$ cat src/ids_pkg.sv
`timescale 1ns / 1ps

package ids_pkg;

  // Field widths of the channels.
  localparam int unsigned CrystalW  = 26;
  localparam int unsigned TargetW   = 32;
  localparam int unsigned SelW      = 2;
  localparam int unsigned MultW     = 6;
  localparam int unsigned DivW      = 8;
  localparam int unsigned FreqW     = 28;
  localparam int unsigned ErrW      = 32;
  localparam int unsigned PllP1W    = 13;
  localparam int unsigned DivP1W    = 15;
  localparam int unsigned BaseAddrW = 6;
  localparam int unsigned CtrlAddrW = 5;
  localparam int unsigned PhaseAddrW = 8;

  // Internal widths.
  localparam int unsigned VcoW      = 32;
  localparam int unsigned NumW      = 30;
  localparam int unsigned StepBits  = 3;
  localparam int unsigned DivCycles = NumW / StepBits;
  localparam int unsigned CntW      = $clog2(DivCycles);

  localparam logic [CrystalW-1:0] CRYSTAL_RESET = CrystalW'(25000000);
  localparam logic [VcoW-1:0]     VCO_LOW       = VcoW'(600000000);
  localparam logic [VcoW-1:0]     VCO_HIGH      = VcoW'(900000000);
  localparam logic [MultW-1:0]    MULT_FIRST    = MultW'(25);
  localparam logic [MultW-1:0]    MULT_LAST     = MultW'(36);
  localparam logic [DivW-1:0]     DIV_FIRST     = DivW'(6);
  localparam logic [DivW-1:0]     DIV_LAST      = DivW'(254);
  localparam logic [PllP1W-1:0]   PLL_P1_OFFSET = PllP1W'(512);
  localparam logic [DivP1W-1:0]   DIV_P1_OFFSET = DivP1W'(512);
  localparam logic [BaseAddrW-1:0]  MS_BASE     = BaseAddrW'(42);
  localparam logic [CtrlAddrW-1:0]  CTRL_BASE   = CtrlAddrW'(16);
  localparam logic [PhaseAddrW-1:0] PHASE_BASE  = PhaseAddrW'(165);
  localparam logic [SelW-1:0]       SEL_LAST    = SelW'(2);

  typedef enum logic [4:0] {
    S_IDLE   = 5'b00001,
    S_VCO    = 5'b00010,
    S_DIV    = 5'b00100,
    S_EVAL   = 5'b01000,
    S_FINISH = 5'b10000
  } state_e;

endpackage

$ cat src/ids_intf.sv
`timescale 1ns / 1ps

interface ids_req_if;
  logic                         valid;
  logic                         ready;
  logic [ids_pkg::TargetW-1:0]  target_hz;
  logic [ids_pkg::SelW-1:0]     output_select;

  modport source (output valid, target_hz, output_select, input ready);
  modport sink   (input valid, target_hz, output_select, output ready);
endinterface

interface ids_res_if;
  logic                           valid;
  logic                           ready;
  logic                           found;
  logic [ids_pkg::MultW-1:0]      pll_multiplier;
  logic [ids_pkg::DivW-1:0]       output_divider;
  logic [ids_pkg::FreqW-1:0]      achieved_hz;
  logic [ids_pkg::ErrW-1:0]       error_hz;
  logic [ids_pkg::PllP1W-1:0]     pll_p1;
  logic [ids_pkg::DivP1W-1:0]     divider_p1;
  logic [ids_pkg::BaseAddrW-1:0]  divider_base_address;
  logic [ids_pkg::CtrlAddrW-1:0]  control_address;
  logic [ids_pkg::PhaseAddrW-1:0] phase_address;

  modport source (output valid, found, pll_multiplier, output_divider, achieved_hz,
                  error_hz, pll_p1, divider_p1, divider_base_address,
                  control_address, phase_address,
                  input ready);
  modport sink   (input valid, found, pll_multiplier, output_divider, achieved_hz,
                  error_hz, pll_p1, divider_p1, divider_base_address,
                  control_address, phase_address,
                  output ready);
endinterface

interface ids_cfg_if;
  logic                          valid;
  logic                          ready;
  logic [ids_pkg::CrystalW-1:0]  crystal_hz;

  modport source (output valid, crystal_hz, input ready);
  modport sink   (input valid, crystal_hz, output ready);
endinterface

$ cat src/integer_clock_divider_search.sv
`timescale 1ns / 1ps

// Integer clock divider search.
// req_i takes a target frequency and an output number; res_o returns one item
// per request with the chosen PLL multiplier, even output divider, achieved
// frequency, error, P1 words and register addresses. cfg_i writes the crystal
// frequency and is always ready; write it only while no request is in flight.
// A request is taken only while the search engine is idle. Each multiplier
// first gets its VCO range test; each candidate divider of a VCO in range
// then goes through the shared restoring divider, which retires 3 quotient
// bits per cycle, and an error compare. A full search covers 12 multipliers;
// a rejected request (zero target, output three) or a crystal with no VCO in
// range returns without any division. The result sits in an output register,
// so the next request is taken while a stalled result waits; the engine only
// stalls at the end of its search if that register is still full.
// Reset clears the state machine and the output valid and sets the crystal
// frequency to 25 MHz.
module integer_clock_divider_search (
  input  logic      clk_i,
  input  logic      rst_ni,
  ids_cfg_if.sink   cfg_i,
  ids_req_if.sink   req_i,
  ids_res_if.source res_o
);

  ids_pkg::state_e                   state_q, state_d;
  logic [ids_pkg::CrystalW-1:0]      crystal_q;
  logic [ids_pkg::TargetW-1:0]       target_q, target_d;
  logic [ids_pkg::SelW-1:0]          sel_q, sel_d;
  logic [ids_pkg::VcoW-1:0]          vco_q, vco_d;
  logic [ids_pkg::MultW-1:0]         mult_q, mult_d;
  logic [ids_pkg::DivW-1:0]          div_q, div_d;
  logic [ids_pkg::NumW-1:0]          num_q, num_d;
  logic [ids_pkg::DivW-1:0]          rem_q, rem_d;
  logic [ids_pkg::NumW-1:0]          quo_q, quo_d;
  logic [ids_pkg::CntW-1:0]          cnt_q, cnt_d;
  logic                              have_q, have_d;
  logic [ids_pkg::MultW-1:0]         best_mult_q, best_mult_d;
  logic [ids_pkg::DivW-1:0]          best_div_q, best_div_d;
  logic [ids_pkg::FreqW-1:0]         best_f_q, best_f_d;
  logic [ids_pkg::ErrW-1:0]          best_err_q, best_err_d;

  logic                              res_valid_q;
  logic                              load_res;

  logic [ids_pkg::DivW:0]            step_rem [ids_pkg::StepBits+1];
  logic [ids_pkg::StepBits-1:0]      step_q;
  logic [ids_pkg::ErrW-1:0]          cand_f;
  logic [ids_pkg::ErrW-1:0]          cand_err;
  logic                              vco_in_range;
  logic [ids_pkg::DivW-1:0]          div_next;

  assign cfg_i.ready = 1'b1;
  assign req_i.ready = (state_q == ids_pkg::S_IDLE);

  always_ff @(posedge clk_i or negedge rst_ni) begin
    if (!rst_ni) begin
      crystal_q <= ids_pkg::CRYSTAL_RESET;
    end else if (cfg_i.valid) begin
      crystal_q <= cfg_i.crystal_hz;
    end
  end

  // Three restoring steps of the shared divider per cycle.
  always_comb begin
    step_rem[0] = {1'b0, rem_q};
    step_q      = '0;
    for (int k = 0; k < ids_pkg::StepBits; k++) begin
      step_rem[k+1] = {step_rem[k][ids_pkg::DivW-1:0], num_q[ids_pkg::NumW-1-k]};
      if (step_rem[k+1] >= {1'b0, div_q}) begin
        step_rem[k+1] = step_rem[k+1] - {1'b0, div_q};
        step_q[ids_pkg::StepBits-1-k] = 1'b1;
      end
    end
  end

  assign cand_f   = ids_pkg::ErrW'(quo_q[ids_pkg::FreqW-1:0]);
  assign cand_err = (cand_f > target_q) ? (cand_f - target_q) : (target_q - cand_f);
  assign vco_in_range = (vco_q >= ids_pkg::VCO_LOW) && (vco_q <= ids_pkg::VCO_HIGH);
  assign div_next = div_q + ids_pkg::DivW'(2);
  assign load_res = (state_q == ids_pkg::S_FINISH) && (!res_valid_q || res_o.ready);

  always_comb begin
    state_d     = state_q;
    target_d    = target_q;
    sel_d       = sel_q;
    vco_d       = vco_q;
    mult_d      = mult_q;
    div_d       = div_q;
    num_d       = num_q;
    rem_d       = rem_q;
    quo_d       = quo_q;
    cnt_d       = cnt_q;
    have_d      = have_q;
    best_mult_d = best_mult_q;
    best_div_d  = best_div_q;
    best_f_d    = best_f_q;
    best_err_d  = best_err_q;

    unique case (state_q)
      ids_pkg::S_IDLE: begin
        if (req_i.valid) begin
          target_d = req_i.target_hz;
          sel_d    = req_i.output_select;
          have_d   = 1'b0;
          mult_d   = ids_pkg::MULT_FIRST;
          vco_d    = ids_pkg::VcoW'(crystal_q) * ids_pkg::VcoW'(ids_pkg::MULT_FIRST);
          if (req_i.target_hz == '0 || req_i.output_select > ids_pkg::SEL_LAST) begin
            state_d = ids_pkg::S_FINISH;
          end else begin
            state_d = ids_pkg::S_VCO;
          end
        end
      end
      ids_pkg::S_VCO: begin
        if (vco_in_range) begin
          div_d   = ids_pkg::DIV_FIRST;
          num_d   = vco_q[ids_pkg::NumW-1:0] + ids_pkg::NumW'(ids_pkg::DIV_FIRST >> 1);
          rem_d   = '0;
          quo_d   = '0;
          cnt_d   = '0;
          state_d = ids_pkg::S_DIV;
        end else if (mult_q == ids_pkg::MULT_LAST) begin
          state_d = ids_pkg::S_FINISH;
        end else begin
          mult_d = mult_q + ids_pkg::MultW'(1);
          vco_d  = vco_q + ids_pkg::VcoW'(crystal_q);
        end
      end
      ids_pkg::S_DIV: begin
        num_d = num_q << ids_pkg::StepBits;
        rem_d = step_rem[ids_pkg::StepBits][ids_pkg::DivW-1:0];
        quo_d = {quo_q[ids_pkg::NumW-ids_pkg::StepBits-1:0], step_q};
        cnt_d = cnt_q + ids_pkg::CntW'(1);
        if (cnt_q == ids_pkg::CntW'(ids_pkg::DivCycles - 1)) begin
          state_d = ids_pkg::S_EVAL;
        end
      end
      ids_pkg::S_EVAL: begin
        // Strictly smaller error wins, so ties keep the earlier candidate.
        if (!have_q || cand_err < best_err_q) begin
          have_d      = 1'b1;
          best_err_d  = cand_err;
          best_mult_d = mult_q;
          best_div_d  = div_q;
          best_f_d    = quo_q[ids_pkg::FreqW-1:0];
        end
        if (div_q != ids_pkg::DIV_LAST) begin
          div_d   = div_next;
          num_d   = vco_q[ids_pkg::NumW-1:0] + ids_pkg::NumW'(div_next >> 1);
          rem_d   = '0;
          quo_d   = '0;
          cnt_d   = '0;
          state_d = ids_pkg::S_DIV;
        end else if (mult_q == ids_pkg::MULT_LAST) begin
          state_d = ids_pkg::S_FINISH;
        end else begin
          mult_d  = mult_q + ids_pkg::MultW'(1);
          vco_d   = vco_q + ids_pkg::VcoW'(crystal_q);
          state_d = ids_pkg::S_VCO;
        end
      end
      ids_pkg::S_FINISH: begin
        if (load_res) begin
          state_d = ids_pkg::S_IDLE;
        end
      end
      default: begin
        state_d = ids_pkg::S_IDLE;
      end
    endcase
  end

  always_ff @(posedge clk_i or negedge rst_ni) begin
    if (!rst_ni) begin
      state_q <= ids_pkg::S_IDLE;
      have_q  <= 1'b0;
      cnt_q   <= '0;
    end else begin
      state_q <= state_d;
      have_q  <= have_d;
      cnt_q   <= cnt_d;
    end
  end

  always_ff @(posedge clk_i) begin
    target_q    <= target_d;
    sel_q       <= sel_d;
    vco_q       <= vco_d;
    mult_q      <= mult_d;
    div_q       <= div_d;
    num_q       <= num_d;
    rem_q       <= rem_d;
    quo_q       <= quo_d;
    best_mult_q <= best_mult_d;
    best_div_q  <= best_div_d;
    best_f_q    <= best_f_d;
    best_err_q  <= best_err_d;
  end

  always_ff @(posedge clk_i or negedge rst_ni) begin
    if (!rst_ni) begin
      res_valid_q <= 1'b0;
    end else if (load_res) begin
      res_valid_q <= 1'b1;
    end else if (res_o.ready) begin
      res_valid_q <= 1'b0;
    end
  end

  always_ff @(posedge clk_i) begin
    if (load_res) begin
      res_o.found <= have_q;
      if (have_q) begin
        res_o.pll_multiplier       <= best_mult_q;
        res_o.output_divider       <= best_div_q;
        res_o.achieved_hz          <= best_f_q;
        res_o.error_hz             <= best_err_q;
        res_o.pll_p1               <= {best_mult_q, 7'b0} - ids_pkg::PLL_P1_OFFSET;
        res_o.divider_p1           <= {best_div_q, 7'b0} - ids_pkg::DIV_P1_OFFSET;
        res_o.divider_base_address <= ids_pkg::MS_BASE + ids_pkg::BaseAddrW'({sel_q, 3'b0});
        res_o.control_address      <= ids_pkg::CTRL_BASE + ids_pkg::CtrlAddrW'(sel_q);
        res_o.phase_address        <= ids_pkg::PHASE_BASE + ids_pkg::PhaseAddrW'(sel_q);
      end else begin
        res_o.pll_multiplier       <= '0;
        res_o.output_divider       <= '0;
        res_o.achieved_hz          <= '0;
        res_o.error_hz             <= '0;
        res_o.pll_p1               <= '0;
        res_o.divider_p1           <= '0;
        res_o.divider_base_address <= '0;
        res_o.control_address      <= '0;
        res_o.phase_address        <= '0;
      end
    end
  end

  assign res_o.valid = res_valid_q;

  // The best error of one search never grows.
  assert property (@(posedge clk_i) disable iff (!rst_ni)
    (have_q && $past(have_q)) |-> (best_err_q <= $past(best_err_q)))
    else $error("best error increased during a search");

  // A found result names a multiplier and an even divider from the search space.
  assert property (@(posedge clk_i) disable iff (!rst_ni)
    (res_o.valid && res_o.found) |->
      (res_o.pll_multiplier >= ids_pkg::MULT_FIRST &&
       res_o.pll_multiplier <= ids_pkg::MULT_LAST &&
       res_o.output_divider >= ids_pkg::DIV_FIRST && !res_o.output_divider[0]))
    else $error("found result outside the search space");

  // A result without a pair carries zeros.
  assert property (@(posedge clk_i) disable iff (!rst_ni)
    (res_o.valid && !res_o.found) |->
      (res_o.pll_multiplier == '0 && res_o.output_divider == '0 &&
       res_o.achieved_hz == '0 && res_o.error_hz == '0 &&
       res_o.phase_address == '0))
    else $error("result without a pair has nonzero fields");

  // The divider leaves its iteration only after the last step.
  assert property (@(posedge clk_i) disable iff (!rst_ni)
    (state_q == ids_pkg::S_EVAL) |->
      ($past(state_q) == ids_pkg::S_DIV &&
       $past(cnt_q) == ids_pkg::CntW'(ids_pkg::DivCycles - 1)))
    else $error("error compare without a finished division");

  // The divider remainder stays below the divisor.
  assert property (@(posedge clk_i) disable iff (!rst_ni)
    (state_q == ids_pkg::S_DIV || state_q == ids_pkg::S_EVAL) |-> (rem_q < div_q))
    else $error("divider remainder out of range");

endmodule

$ cat src/flat_wrapper.sv
// flat-port wrapper written by rule: the top's interface ports become plain ports
module integer_clock_divider_search_flat 
  (clk_i, rst_ni, cfg_i_valid, cfg_i_crystal_hz, cfg_i_ready, req_i_valid, req_i_target_hz, req_i_output_select, req_i_ready, res_o_valid, res_o_found, res_o_pll_multiplier, res_o_output_divider, res_o_achieved_hz, res_o_error_hz, res_o_pll_p1, res_o_divider_p1, res_o_divider_base_address, res_o_control_address, res_o_phase_address, res_o_ready);
  ids_cfg_if cfg_i_i ();
  ids_req_if req_i_i ();
  ids_res_if res_o_i ();
  input  logic clk_i;
  input  logic rst_ni;
  input wire logic [$bits(cfg_i_i.valid)-1:0] cfg_i_valid;
  input wire logic [$bits(cfg_i_i.crystal_hz)-1:0] cfg_i_crystal_hz;
  output wire logic [$bits(cfg_i_i.ready)-1:0] cfg_i_ready;
  input wire logic [$bits(req_i_i.valid)-1:0] req_i_valid;
  input wire logic [$bits(req_i_i.target_hz)-1:0] req_i_target_hz;
  input wire logic [$bits(req_i_i.output_select)-1:0] req_i_output_select;
  output wire logic [$bits(req_i_i.ready)-1:0] req_i_ready;
  output wire logic [$bits(res_o_i.valid)-1:0] res_o_valid;
  output wire logic [$bits(res_o_i.found)-1:0] res_o_found;
  output wire logic [$bits(res_o_i.pll_multiplier)-1:0] res_o_pll_multiplier;
  output wire logic [$bits(res_o_i.output_divider)-1:0] res_o_output_divider;
  output wire logic [$bits(res_o_i.achieved_hz)-1:0] res_o_achieved_hz;
  output wire logic [$bits(res_o_i.error_hz)-1:0] res_o_error_hz;
  output wire logic [$bits(res_o_i.pll_p1)-1:0] res_o_pll_p1;
  output wire logic [$bits(res_o_i.divider_p1)-1:0] res_o_divider_p1;
  output wire logic [$bits(res_o_i.divider_base_address)-1:0] res_o_divider_base_address;
  output wire logic [$bits(res_o_i.control_address)-1:0] res_o_control_address;
  output wire logic [$bits(res_o_i.phase_address)-1:0] res_o_phase_address;
  input wire logic [$bits(res_o_i.ready)-1:0] res_o_ready;
  assign cfg_i_i.valid = cfg_i_valid;
  assign cfg_i_i.crystal_hz = cfg_i_crystal_hz;
  assign cfg_i_ready = cfg_i_i.ready;
  assign req_i_i.valid = req_i_valid;
  assign req_i_i.target_hz = req_i_target_hz;
  assign req_i_i.output_select = req_i_output_select;
  assign req_i_ready = req_i_i.ready;
  assign res_o_valid = res_o_i.valid;
  assign res_o_found = res_o_i.found;
  assign res_o_pll_multiplier = res_o_i.pll_multiplier;
  assign res_o_output_divider = res_o_i.output_divider;
  assign res_o_achieved_hz = res_o_i.achieved_hz;
  assign res_o_error_hz = res_o_i.error_hz;
  assign res_o_pll_p1 = res_o_i.pll_p1;
  assign res_o_divider_p1 = res_o_i.divider_p1;
  assign res_o_divider_base_address = res_o_i.divider_base_address;
  assign res_o_control_address = res_o_i.control_address;
  assign res_o_phase_address = res_o_i.phase_address;
  assign res_o_i.ready = res_o_ready;
  integer_clock_divider_search u_core (.clk_i(clk_i), .rst_ni(rst_ni), .cfg_i(cfg_i_i), .req_i(req_i_i), .res_o(res_o_i));
endmodule
$ cat config.mk
export PLATFORM = sky130hd
export DESIGN_NAME = integer_clock_divider_search_flat
export DESIGN_NICKNAME = d
export VERILOG_FILES = /design/src/ids_pkg.sv /design/src/ids_intf.sv /design/src/integer_clock_divider_search.sv /design/src/flat_wrapper.sv
export SDC_FILE = /design/constraint.sdc
export NUM_CORES = 1
export LEC_CHECK = 0
export BUFFER_PORTS_ARGS = -buffer_cell sky130_fd_sc_hd__buf_2
export CAP_MARGIN = 25
export CORE_MARGIN = 2
export CORE_UTILIZATION = 56
export CTS_BUF_LIST = sky130_fd_sc_hd__clkbuf_4
export DETAILED_ROUTE_END_ITERATION = 7
export HOLD_SLACK_MARGIN = 0.02
export PLACE_DENSITY = 0.77
export SLEW_MARGIN = 15
export SYNTH_ARGS = -nofsm -noshare
export SYNTH_HDL_FRONTEND = slang
export SYNTH_SLANG_ARGS = --single-unit
$ cat constraint.sdc
create_clock -name clk_i -period 21 [get_ports clk_i]
set_input_delay 1.05 -clock clk_i [delete_from_list [all_inputs] [get_ports clk_i]]
set_output_delay 1.05 -clock clk_i [all_outputs]
set_load 0.05 [all_outputs]
Word-level counts from Yosys, hierarchy flattened:

Index checks and enable logic that the tools add are counted.

* flip-flop bits (word level): 379
* bits in latches: 0
* bits in writable memories: 0
* memory bits (read-only): 0
* input port bits: 65
* output and inout port bits: 125
* word-level logic and storage cells: 135
* memories: 0

* add/sub/neg operators: 16
* multipliers: 1
* divide/modulo/power cells: 0
* $lt $le $gt $ge: 8
* eq/ne operators: 17
* shifts and indexed selects: 0
* muxes and demuxes: 46
* bitwise gates (word level): 0
* reduce and logical (&&, ||, !) cells: 20

Operator list (count)
* 2-to-1 mux 32 bit: 5
* case mux 32 bit (3 select lines): 1
* case mux 30 bit (3 select lines): 1
* case mux 28 bit (3 select lines): 1
* 2-to-1 mux 30 bit: 2
* 2-to-1 mux 28 bit: 2
* 2-to-1 mux 8 bit: 7
* 2-to-1 mux 5 bit: 8
* adder 32 x 26 -> 32 bit: 1
* >= comparator 32 x 30 -> 1 bit (second input constant): 1
* greater-than comparator 28 x 32 -> 1 bit: 1
* <= comparator 32 x 30 -> 1 bit (second input constant): 1
* logical NOT 32 bit: 1
* < comparator 32 bit: 1
* subtractor 28 x 32 -> 32 bit: 1
* subtractor 32 x 28 -> 32 bit: 1
* multiplier 26 x 5 -> 31 bit (second input constant): 1
* adder 30 x 2 -> 30 bit (second input constant): 1
* adder 30 x 7 -> 30 bit: 1
* >= comparator 9 x 8 -> 1 bit: 3
* case mux 5 bit (5 select lines): 1
* 2-to-1 mux 6 bit: 4
* case mux 8 bit (3 select lines): 1
* subtractor 8 bit: 3
* 34 further kinds: 58

Depth between registers and ports, before layout:

* word-level depth: 7
* depth in mapped cells: 27

Least setup slack after synthesis:

OpenSTA, ideal clock, no wires.

* path kind: register -> register
* from: register u_core.quo_q[0] in the netlist's numbering
* to: register u_core.best_div_q[1] in the netlist's numbering (enable)
* library setup time: 0.532 ns
* arrival: 7.787 ns
* data required time: 20.468 ns
* slack: 12.682 ns
* cell stages (with the launch flop): 24
* clock period less this slack: 8.318 ns
* path through: edfxtp_1 -> inv_1 -> ha_1 -> inv_1 -> fa_1 -> nand3_1 -> a21oi_1 -> nor3_1 -> nor4_1 -> o31ai_1 -> buf_6 -> mux2i_1 -> o21ai_0 -> a21boi_0 -> xnor2_1 -> ha_1 -> a21o_1 -> a21o_1 -> a21o_1 -> a21o_1 -> a21o_1 -> a21oi_1 -> o21ai_0 -> o22ai_1

* cells in the longest elaborated chain, start to end: 5

RTL lines
* start, declared: line integer_clock_divider_search.sv:35 `logic [ids_pkg::NumW-1:0] quo_q, quo_d;`
* start signal, assigned: line integer_clock_divider_search.sv:194 `quo_q <= quo_d;`
* subtractor 32 x 28 -> 32 bit (tied with other cells): line integer_clock_divider_search.sv:78 `assign cand_err = (cand_f > target_q) ? (cand_f - target_q) : (target_q - cand_f);`
* 2-to-1 mux 32 bit (*): line integer_clock_divider_search.sv:78
* named net u_core.cand_err (one bit): line integer_clock_divider_search.sv:49 `logic [ids_pkg::ErrW-1:0] cand_err;`
* < comparator 32 bit (*): line integer_clock_divider_search.sv:141 `if (!have_q || cand_err < best_err_q) begin`
* logical OR 1 bit (*): line integer_clock_divider_search.sv:141
* AND reduction 2 bit (no source line) (*)
* end signal, assigned: line integer_clock_divider_search.sv:196 `best_div_q <= best_div_d;`
* end, declared: line integer_clock_divider_search.sv:39 `logic [ids_pkg::DivW-1:0] best_div_q, best_div_d;`

Mark *: on every way through the listed nets, which the timed path passes. The rest lies on a longest branch.
A chain may end at the register's enable or synchronous reset.

Worst setup path after layout:

* from: register u_core.quo_q[24] in the netlist's numbering
* to: register u_core.best_div_q[4] in the netlist's numbering (enable)

Same word-level chain as after synthesis.

==> flow_metrics.py <==
metrics = {
    "finish": {
        "layout.core_utilization_pct": 62.3,
        "fillers": 3328,
        "nets": 2756,
        "areaGrowthSynthToFinish_pct": 10.3,
        "drive_above_1_share_pct": 15.3,
        "finish.cell_count_without_fillers": 3031,
    },
    "pwr": {
        "ir_drop_v": 0.0000627,
        "power.density_mw_per_mm2": 148,
        "report.power.total_mw": 3.73,
        "cellLeakagePower_nw": 11.0,
    },
    "sta": {
        "unrepaired_setup_endpoints_after_global_routing": "no",
        "slew_headroom_pct": 32.2,
        "finalCritPeriodShare_pct": 33.8,
        "fin_setup_tns_ns": 0,
        "drv_slew": 0,
        "finalCriticalPeriod_ns": 7.10,
        "worstMarginPinSlew_ns": 1.02,
        "fin_skew_ns": 0.0628,
        "clock.fmax_ghz": 0.141,
        "final_critical_path_setup_slack_ns": 13.90,
        "setup_violations": 0,
        "timing_hold_violations_final": 0,
    },
    "clock_tree": {
        "clkSinkCount": 346,
        "postCtsSetupRepairBufs": 0,
        "cts_made_buffers": 92,
        "cts_tree": "done",
        "cts_buffer_depth": 3,
        "cts-hold-fix-buffers": 0,
        "clock_transition_at_the_register_clock_pins_on_the_worst_setup_and_hold_paths_after_cts_ns": 0.06,
        "post_cts_resized": 0,
        "clk_root_buffer_cell": "sky130_fd_sc_hd__clkbuf_4",
        "clock_insertion_delay_worst_skew_ns": 0.83,
        "h_tree_depth_reported_by_cts": 3,
    },
    "logic_synthesis": {
        "ys_seq_area_share_pct": 44.6,
        "ys_seq_elements": 346,
        "netlist_top_cells_area": "sky130_fd_sc_hd__edfxtp_1, sky130_fd_sc_hd__ha_1, sky130_fd_sc_hd__inv_1",
        "synth_largest_type_area_fraction_pct": 40.5,
        "synth_area_leader_cell": "sky130_fd_sc_hd__edfxtp_1",
        "synth_top_flop_cell": "sky130_fd_sc_hd__edfxtp_1",
        "postSynthCellCount": 2233,
        "yosys.cell_types.count": 78,
        "synth-async-reset-ratio_pct": 10.7,
        "avg_inst_size_synth_um2": 10.3,
        "synth_area_mm2": 0.0229,
        "number_of_warnings_issued_by_yosys": 0,
        "synth_enable_flop_cells": 309,
    },
    "critical_path": {
        "rr_endpoint": "u_core.best_div_q[4]$_DFFE_PP_",
        "criticalPathCategory": "reg2reg",
        "setup.worst_path.start_class": "register",
        "critical_path.max_fanout": 74,
        "critPathCaptureType": "register",
        "worstPathRequired_ns": 21.41,
        "crit_path_max_incr_delay_ns": 0.83,
        "crit_path_cell_trace": "inv_1, ha_1, nand2_1, nor2_1, nor2_1, nor3_1, o31a_1, o22ai_1, o21ai_0, a21boi_0, o311ai_0, ha_1, nand4_1, nor2_1, a211oi_1, o211ai_1, a21oi_1, o21ai_0, o22ai_4, buf_4",
        "cpLargestDelayFamily": "compound AO/OA/AOI/OAI gates",
        "slowest_stage": "sky130_fd_sc_hd__buf_4",
        "cp_common_cell": "sky130_fd_sc_hd__nor2_1",
        "worst_r2r_startpoint": "u_core.quo_q[24]$_SDFFCE_PN0P_",
        "worst_r2r_path_depth": 20,
        "rrSetupSlack_ns": 13.90,
        "cp.arrival_ns": 7.52,
        "combined_buffer_and_inverter_count_along_the_critical_path": 2,
    },
    "grt": {
        "final_global_route_overflow_total": 0,
        "global_route.usage.total_pct": 26.3,
        "grt_max_degree": 93,
        "grt_pass1_wl_mm": 87.6,
        "via_count_of_the_first_global_routing_pass": 17100,
        "number_of_antenna_violations_at_the_first_check_in_global_routing": 1,
    },
    "placement": {
        "preCtsSetupSlack_ns": 13.90,
        "placedCellCount": 2868,
        "place.detailed.hpwl_mm": 42.1,
        "number_of_buffers_added_on_ports": 166,
        "gp_congestion": 0.976,
    },
    "route": {
        "drt_first_pass_iters": 8,
        "route.detailed.wl_per_inst_um": 18.4,
        "route.detailed.vias_per_inst": 5.79,
        "antenna_left": 0,
        "number_of_vias_after_detailed_routing": 17500,
        "drt_first_iter_violations": 1657,
        "drc": 0,
        "wl_final_mm": 55.7,
    },
    "die": {
        "rows": 74,
        "floorplan.io_pins": 190,
        "coreArea_mm2": 0.0406,
        "horizontal_die_dimension_um": 206,
        "floorplan.initialDensity_pct": 56.5,
        "die_area_mm2": 0.0425,
        "chipHeight_um": 206,
    },
    "status": {
        "outcome": "completed",
    },
    "min_path": {
        "min-delay-path-class": "in2async",
    },
    "flow_run": {
        "maxcap_viol_count": 0,
    },
}
worst reg2reg max path: cells and delay by family (launching register included):
family,cells,cell delay (ns)
buf+inv,2,0.91
compound gates,10,3.19
fa+ha+maj,2,0.91
flops,1,0.38
simple gates,6,1.31
logic make-up after synthesis:
family	Yosys count	synth area share [%]
compound gates	516	14.2
xor+xnor	124	4.74
fa+ha+maj	260	15.0
buf+inv	346	6.29
flops	346	44.6
mux	39	1.80
other cells	2	0.0328
simple gates	600	13.3
cell usage after synthesis (15+ instances only):
master                     count
sky130_fd_sc_hd__nand3_1      47
sky130_fd_sc_hd__nand2b_1     15
sky130_fd_sc_hd__xor2_1       53
sky130_fd_sc_hd__o21bai_1     30
sky130_fd_sc_hd__o21ai_0     127
sky130_fd_sc_hd__nor3_1       29
sky130_fd_sc_hd__xnor2_1      71
sky130_fd_sc_hd__buf_4        33
sky130_fd_sc_hd__edfxtp_1    309
sky130_fd_sc_hd__nor4_1       21
sky130_fd_sc_hd__and2_1       90
sky130_fd_sc_hd__fa_1         25
sky130_fd_sc_hd__o21a_1       24
sky130_fd_sc_hd__a21o_1       58
sky130_fd_sc_hd__nand2_1     138
sky130_fd_sc_hd__a31oi_1      15
sky130_fd_sc_hd__ha_1        235
sky130_fd_sc_hd__nand4_1      28
sky130_fd_sc_hd__o22ai_1      29
sky130_fd_sc_hd__a21oi_1     140
sky130_fd_sc_hd__mux2_2       18
sky130_fd_sc_hd__mux2i_1      21
sky130_fd_sc_hd__a211oi_1     25
sky130_fd_sc_hd__nor2_1      141
sky130_fd_sc_hd__dfrtp_1      24
sky130_fd_sc_hd__inv_1       247
sky130_fd_sc_hd__nor2b_1      22
sky130_fd_sc_hd__clkbuf_1     53
layout make-up:
class	instances	area, um^2	area share, %
Antenna cell	1	2.50	0.00990
Clock buffer	126	946	3.74
Clock inverter	35	170	0.673
Inverter	247	927	3.67
Multi-Input combinational cell	1562	11400	45.0
Sequential cell	346	10200	40.5
Tap cell	532	666	2.63
Timing Repair Buffer	182	963	3.81
routing by layer:
layer / global-route usage, % / share of wire [%]
met5: 0 / 0
met4: 9.77 / 2.8
met3: 4.60 / 7.4
met2: 43.4 / 47
met1: 34.9 / 43
worst max path at each step:
stage	start	endpoint	slack, ns	cells past startpoint
floorplan	u_core.quo_q[0]$_SDFFCE_PN0P_	u_core.best_div_q[1]$_DFFE_PP_	12.68	23
global placement	u_core.quo_q[24]$_SDFFCE_PN0P_	u_core.best_div_q[6]$_DFFE_PP_	14.07	20
detailed placement	u_core.quo_q[24]$_SDFFCE_PN0P_	u_core.best_div_q[6]$_DFFE_PP_	13.90	20
CTS	u_core.quo_q[24]$_SDFFCE_PN0P_	u_core.best_err_q[8]$_DFFE_PP_	13.87	20
global route	u_core.quo_q[24]$_SDFFCE_PN0P_	u_core.best_div_q[1]$_DFFE_PP_	13.31	20
finish	u_core.quo_q[24]$_SDFFCE_PN0P_	u_core.best_div_q[4]$_DFFE_PP_	13.90	20
through the flow:
stage | hold slack, ns | instance area [um^2]
after floorplan | 0.426 | 23000
after global placement | 0.461 | 24100
after detailed placement | 0.468 | 24100
after CTS | 0.346 | 25200
after global routing | 0.0633 | 25300
final | 0.122 | 25300
power breakdown:
part           total [mW]  switching (mW)  internal (mW)
combinational        2.01            1.23          0.783
clock               0.570           0.289          0.281
sequential           1.15           0.134           1.01
total                3.73            1.65           2.08
flip-flops by register name (all words and copies together), names as in the netlist, 7 cells and up:
register and flops:
u_core.best_err_q 32, u_core.res_o.error_hz 32, u_core.target_q 32, u_core.vco_q 32, u_core.num_q 30, u_core.best_f_q 28
u_core.quo_q 28, u_core.res_o.achieved_hz 28, u_core.crystal_q 26, u_core.rem_q 8, u_core.best_div_q 7, u_core.div_q 7
u_core.res_o.output_divider 7
layout by cell type, fill, tap and decap left out, types with 7 or more instances in the layout:
cell type,netlist,routed
sky130_fd_sc_hd__a211oi_1,25,25
sky130_fd_sc_hd__a21o_1,58,58
sky130_fd_sc_hd__a21oi_1,140,140
sky130_fd_sc_hd__a31oi_1,15,15
sky130_fd_sc_hd__and2_1,90,90
sky130_fd_sc_hd__and3_1,12,12
sky130_fd_sc_hd__buf_2,9,166
sky130_fd_sc_hd__buf_4,33,15
sky130_fd_sc_hd__clkbuf_4,0,126
sky130_fd_sc_hd__clkinv_1,0,21
sky130_fd_sc_hd__clkinv_2,0,7
sky130_fd_sc_hd__conb_1,2,23
sky130_fd_sc_hd__dfrtp_1,24,23
sky130_fd_sc_hd__dfstp_2,13,13
sky130_fd_sc_hd__edfxtp_1,309,309
sky130_fd_sc_hd__fa_1,25,25
sky130_fd_sc_hd__ha_1,235,235
sky130_fd_sc_hd__inv_1,247,247
sky130_fd_sc_hd__mux2_2,18,18
sky130_fd_sc_hd__mux2i_1,21,21
sky130_fd_sc_hd__nand2_1,138,138
sky130_fd_sc_hd__nand2b_1,15,15
sky130_fd_sc_hd__nand3_1,47,47
sky130_fd_sc_hd__nand4_1,28,28
sky130_fd_sc_hd__nor2_1,141,141
sky130_fd_sc_hd__nor2b_1,22,21
sky130_fd_sc_hd__nor3_1,29,29
sky130_fd_sc_hd__nor4_1,21,20
sky130_fd_sc_hd__o211ai_1,11,11
sky130_fd_sc_hd__o21a_1,24,24
sky130_fd_sc_hd__o21ai_0,127,127
sky130_fd_sc_hd__o21bai_1,30,30
sky130_fd_sc_hd__o22ai_1,29,28
sky130_fd_sc_hd__or2_2,10,10
sky130_fd_sc_hd__or3_1,14,14
sky130_fd_sc_hd__xnor2_1,71,71
sky130_fd_sc_hd__xor2_1,53,53
(Power assumes the default switching activity.)
